===== src/rtl/pspa_ram.sv =====
// Generic simple dual-port RAM with registered read.
`timescale 1ns / 1ps
module pspa_ram #(
	parameter int WIDTH = 8,
	parameter int DEPTH = 16
) (
	input  logic                     clk,
	input  logic                     we,
	input  logic [$clog2(DEPTH)-1:0] waddr,
	input  logic [WIDTH-1:0]         wdata,
	input  logic                     re,
	input  logic [$clog2(DEPTH)-1:0] raddr,
	output logic [WIDTH-1:0]         rdata
);

	logic [WIDTH-1:0] mem [DEPTH];

	always_ff @(posedge clk) begin
		if (we) begin
			mem[waddr] <= wdata;
		end
		if (re) begin
			rdata <= mem[raddr];
		end
	end

endmodule


===== config.mk =====
export PLATFORM = sky130hd
export DESIGN_NAME = pspa_ram
export DESIGN_NICKNAME = d
export VERILOG_FILES = /design/src/rtl/pspa_ram.sv
export SDC_FILE = /design/constraint.sdc
export NUM_CORES = 1
export LEC_CHECK = 0
export BUFFER_PORTS_ARGS = -buffer_cell sky130_fd_sc_hd__buf_2
export CAP_MARGIN = 20
export CORE_MARGIN = 4
export CORE_UTILIZATION = 60
export CTS_CLUSTER_SIZE = 12
export DETAILED_ROUTE_END_ITERATION = 8
export PLACE_DENSITY = 0.86
export SLEW_MARGIN = 20
export SYNTH_ARGS = -nofsm -noshare
export SYNTH_HDL_FRONTEND = slang
export SYNTH_SLANG_ARGS = --single-unit

===== constraint.sdc =====
create_clock -name clk -period 2.1 [get_ports clk]
set_input_delay 0.105 -clock clk [delete_from_list [all_inputs] [get_ports clk]]
set_output_delay 0.105 -clock clk [all_outputs]
set_load 0.02 [all_outputs]

## Word-level counts from Yosys, hierarchy flattened

Memory sizes are Yosys's and may differ from the RTL's. A register that Yosys moved wholly into a read port is not among the register bits.
Cells that the tools add are included.

| word-level totals | value |
|---|---|
| flip-flop bits (word level) | 0 |
| latch bits | 0 |
| bits in writable memories | 128 |
| bits in read-only memories | 0 |
| input bits | 19 |
| output and inout bits | 8 |
| word-level logic and storage cells | 3 |
| memories | 1 |

Memory list:

| memory | words | width | read ports | clocked after memory_dff | wr ports | RTL line | source |
|---|---|---|---|---|---|---|---|
| mem | 16 | 8 | 1 | 1 | 1 | 16 | `logic [WIDTH-1:0] mem [DEPTH];` |

| operators by class | value |
|---|---|
| $add $sub $neg | 0 |
| multipliers | 0 |
| div/mod/pow operators | 0 |
| $lt $le $gt $ge | 0 |
| equal/unequal tests | 0 |
| shift operators | 0 |
| multiplexer cells | 2 |
| bitwise operators | 0 |
| reduce and logical (&&, ||, !) cells | 0 |

Operator list:

| kind | count |
|---|---|
| $mux 1 | 2 |

## Logic depth before layout (Yosys ltp)

| depth | value |
|---|---|
| word-level depth | 2 |
| gate-level depth with buffers | 5 |
| depth with buffers taken out | 3 |

## Worst setup path after synthesis

No wires, ideal clock.

| path | value |
|---|---|
| path kind | input-to-reg |
| from | in waddr[2] |
| to | mem mem[0][0] (enable) |
| setup time | 0.383 ns |
| data arrival time | 1.215 ns |
| path slack | 0.502 ns |
| cell stages on the path | 2 |
| path buffers | 0 |
| cell sequence | or3b_2 nor3_1 |

RTL lines:

| element | RTL line | source |
|---|---|---|
| start: declaration | 9 | `input logic [$clog2(DEPTH)-1:0] waddr,` |
| end: declaration | 16 |  |

No word-level cell before the write port.

==> summary.md <==
| Metric | Value |
|---|---|
| H-Tree Depth | 4 |
| Die height | 101.3 µm |
| Mapped cell area | 5228 µm² |
| Die footprint | 10270 µm² |
| Hpwl dp | 6209 µm |
| Largest net degree at the start of global routing | 33 |
| Final instance area | 6260 µm² |
| # IOs | 27 |
| Worst-path fanout max | 1 |
| Pleak | 2.139 nW |
| Leading cell type in the layout, fill and taps excluded | edfxtp_1 |
| Initial antenna violation count | 0 |
| Worst vdd ir | 840.6 µV |
| WL/cell | 26.75 µm |
| Final Hold Viols | 0 |
| Met3 GRT Util | 9.917% |
| Pins Over Slew Limit | 0 |
| Num rows | 33 |
| Final setup fails | 0 |
| Met2 usage | 33.65% |
| Core area | 8341 µm² |
| Met1 usage | 34.00% |
| Hold Path End | mem[4][7] |
| Final nets | 311 |
| YS warnings | 0 |
| Setup ws final | 0.5675 ns |
| Pin slew with the least headroom to its limit | 0.8181 ns |
| Min Tclk post-route | 1.532 ns |
| Hold Path Origin | waddr[0] |
| Dpl ws | 0.3937 ns |
| Die W | 101.3 µm |
| P per Cell Area | 1019 nW/µm² |
| Skew-Pair Late Insertion Delay | 0.52 ns |
| CTS tree | done |
| Register area share after synthesis | 78.12% |
| Final ANT Viol Nets | 0 |
| Worst R2R Path Depth | 3 |
| Post-CTS setup buffers | 0 |
| Post-Syn Nets | 248 |
| CP endpoint kind | flip-flop |
| Grt ovf | 0 |
| Area Growth Syn to Fin | 19.75% |
| Placer Congestion | 0.8267 |
| CTS clk-pin slew, worst paths | 0.06 ns |
| Max-slew headroom | 45.26% |
| Drt drc | 0 |
| Reg-to-reg startpoint | mem[0][2] |
| Routed vias/inst | 6.515 |
| Vias in the first global route | 2707 |
| Status | completed |
| WP data arrival | 1.78 ns |
| Max frequency | 0.6525 GHz |
| Synth unique cells | 18 |
| Critical Path Source Type | flip-flop |
| CTS root buf | clkbuf_8 |
| Initial Util | 62.68% |
| DRT Pass-1 Iters | 5 |
| Placed Area | 5570 µm² |
| Ant diodes | 0 |
| Critical path type | reg2reg |
| Worst reg2reg setup slack | 0.57 ns |
| Total CTS buffers | 17 |
| DR vias | 2671 |
| Flops & latches, synth | 136 |
| Total GRT Usage | 23.70% |
| Period utilisation layout | 72.97% |
| FILL cells | 446 |
| Share of cells above drive strength 1 | 30.49% |
| Final wirelength | 10970 µm |
| Clock Path Buffers | 2 |
| Synth Area per Inst | 22.83 µm² |
| Min-delay worst type | in2reg |
| Leading cell types in the layout, fill and taps excluded | 136 x edfxtp_1, 26 x buf_2, 18 x mux4_2, 17 x buf_4 |
| WP data required | 2.35 ns |
| Max Cap Viol | 0 |
| Setup TNS | 0 ns |
| CTS resizes | 0 |
| Global route hottest layer | met1 |
| Clock Skew | 0.008522 ns |
| Overall Power | 6.377 mW |
| Hold Crit Depth | 3 |
| First-pass GRT wire length | 16750 µm |
| CTS Sinks | 136 |
| RSZ-0062 raised after global routing | no |
| RR Endpoint | rdata[2] |
| Port bufs | 26 |
| Cells after synthesis | 229 |
| Initial DRC Count | 277 |
per-stage QoR:
step	utilization, %	instances	hold slack (ns)
after floorplan	-	229	0.2039
final	75.05	410	0.1647
after global routing	75.05	410	0.1693
after global placement	66.79	369	0.4851
after detailed placement	66.79	369	0.4864
after CTS	75.05	410	0.1312
timing repair:
item	in CTS	in global routing
hold buffers	9	0
setup endpoints to repair	0	0
hold endpoints to repair	136	0
final cells by class:
class	instances	area, µm²	share of cell area [%]
well taps	105	131.4	2.099
flip-flops and latches	136	4084	65.24
repair buffers	54	387.9	6.196
clock inverters	14	181.4	2.898
multi-input cells	83	1057	16.89
clock buffers	18	417.9	6.676
kinds of logic (layout without fill, tap and decap cells):
group           Yosys count  after routing  synth area share, %
simple gates             35             35                3.136
compound gates           16             16                2.298
mux                      32             32                14.79
flops                   136            136                78.12
buf+inv                  10             86                1.651
sequential cells by signal, summed over array words and instances, names as in the netlist:
register and flops:
mem 128, rdata 8
synthesized netlist by cell type:
cell type	n	area share, %
mux4_2	18	7.8
nor2_1	13	0.93
nand3b_1	2	0.29
edfxtp_1	136	78
and2b_1	1	0.14
mux4_1	14	7.0
buf_2	3	0.29
buf_4	1	0.14
nand3_1	1	0.096
or3b_2	1	0.17
and2_1	1	0.12
nor2b_1	1	0.12
clkdlybuf4s25_2	3	0.57
nand2_1	9	0.65
nor3_1	4	0.38
buf_6	3	0.65
a22oi_1	16	2.3
nand2b_1	2	0.24
power breakdown:
group	total (mW)	internal (mW)	switching (mW)
combinational	0.311	0.130	0.181
clock	2.99	1.91	1.08
sequential	3.08	3.06	0.0182
per-layer routing:
metal	up-vias	part of all wire, %
met5	-	0
met4	0	1.1
met3	11	12
met2	185	47
met1	1365	39
li1	1110	-
worst max-delay path: stages, from the launching register on:
cell      delay (ns)
edfxtp_1        0.40
mux4_1          0.53
a22oi_1         0.21
nand2_1         0.12
how the worst max path moves through the flow:
stage,start,endpoint,slack (ns),cells past startpoint
2_1_floorplan,waddr[2],mem[0][0],0.50,2
3_3_place_gp,raddr[0],rdata[0],0.41,5
3_5_place_dp,raddr[0],rdata[0],0.39,5
4_1_cts,mem[0][2],rdata[2],0.59,3
5_1_grt,mem[5][0],rdata[0],0.54,3
6_report,mem[0][2],rdata[2],0.57,3
No activity file was read; power rests on OpenSTA's default activity.
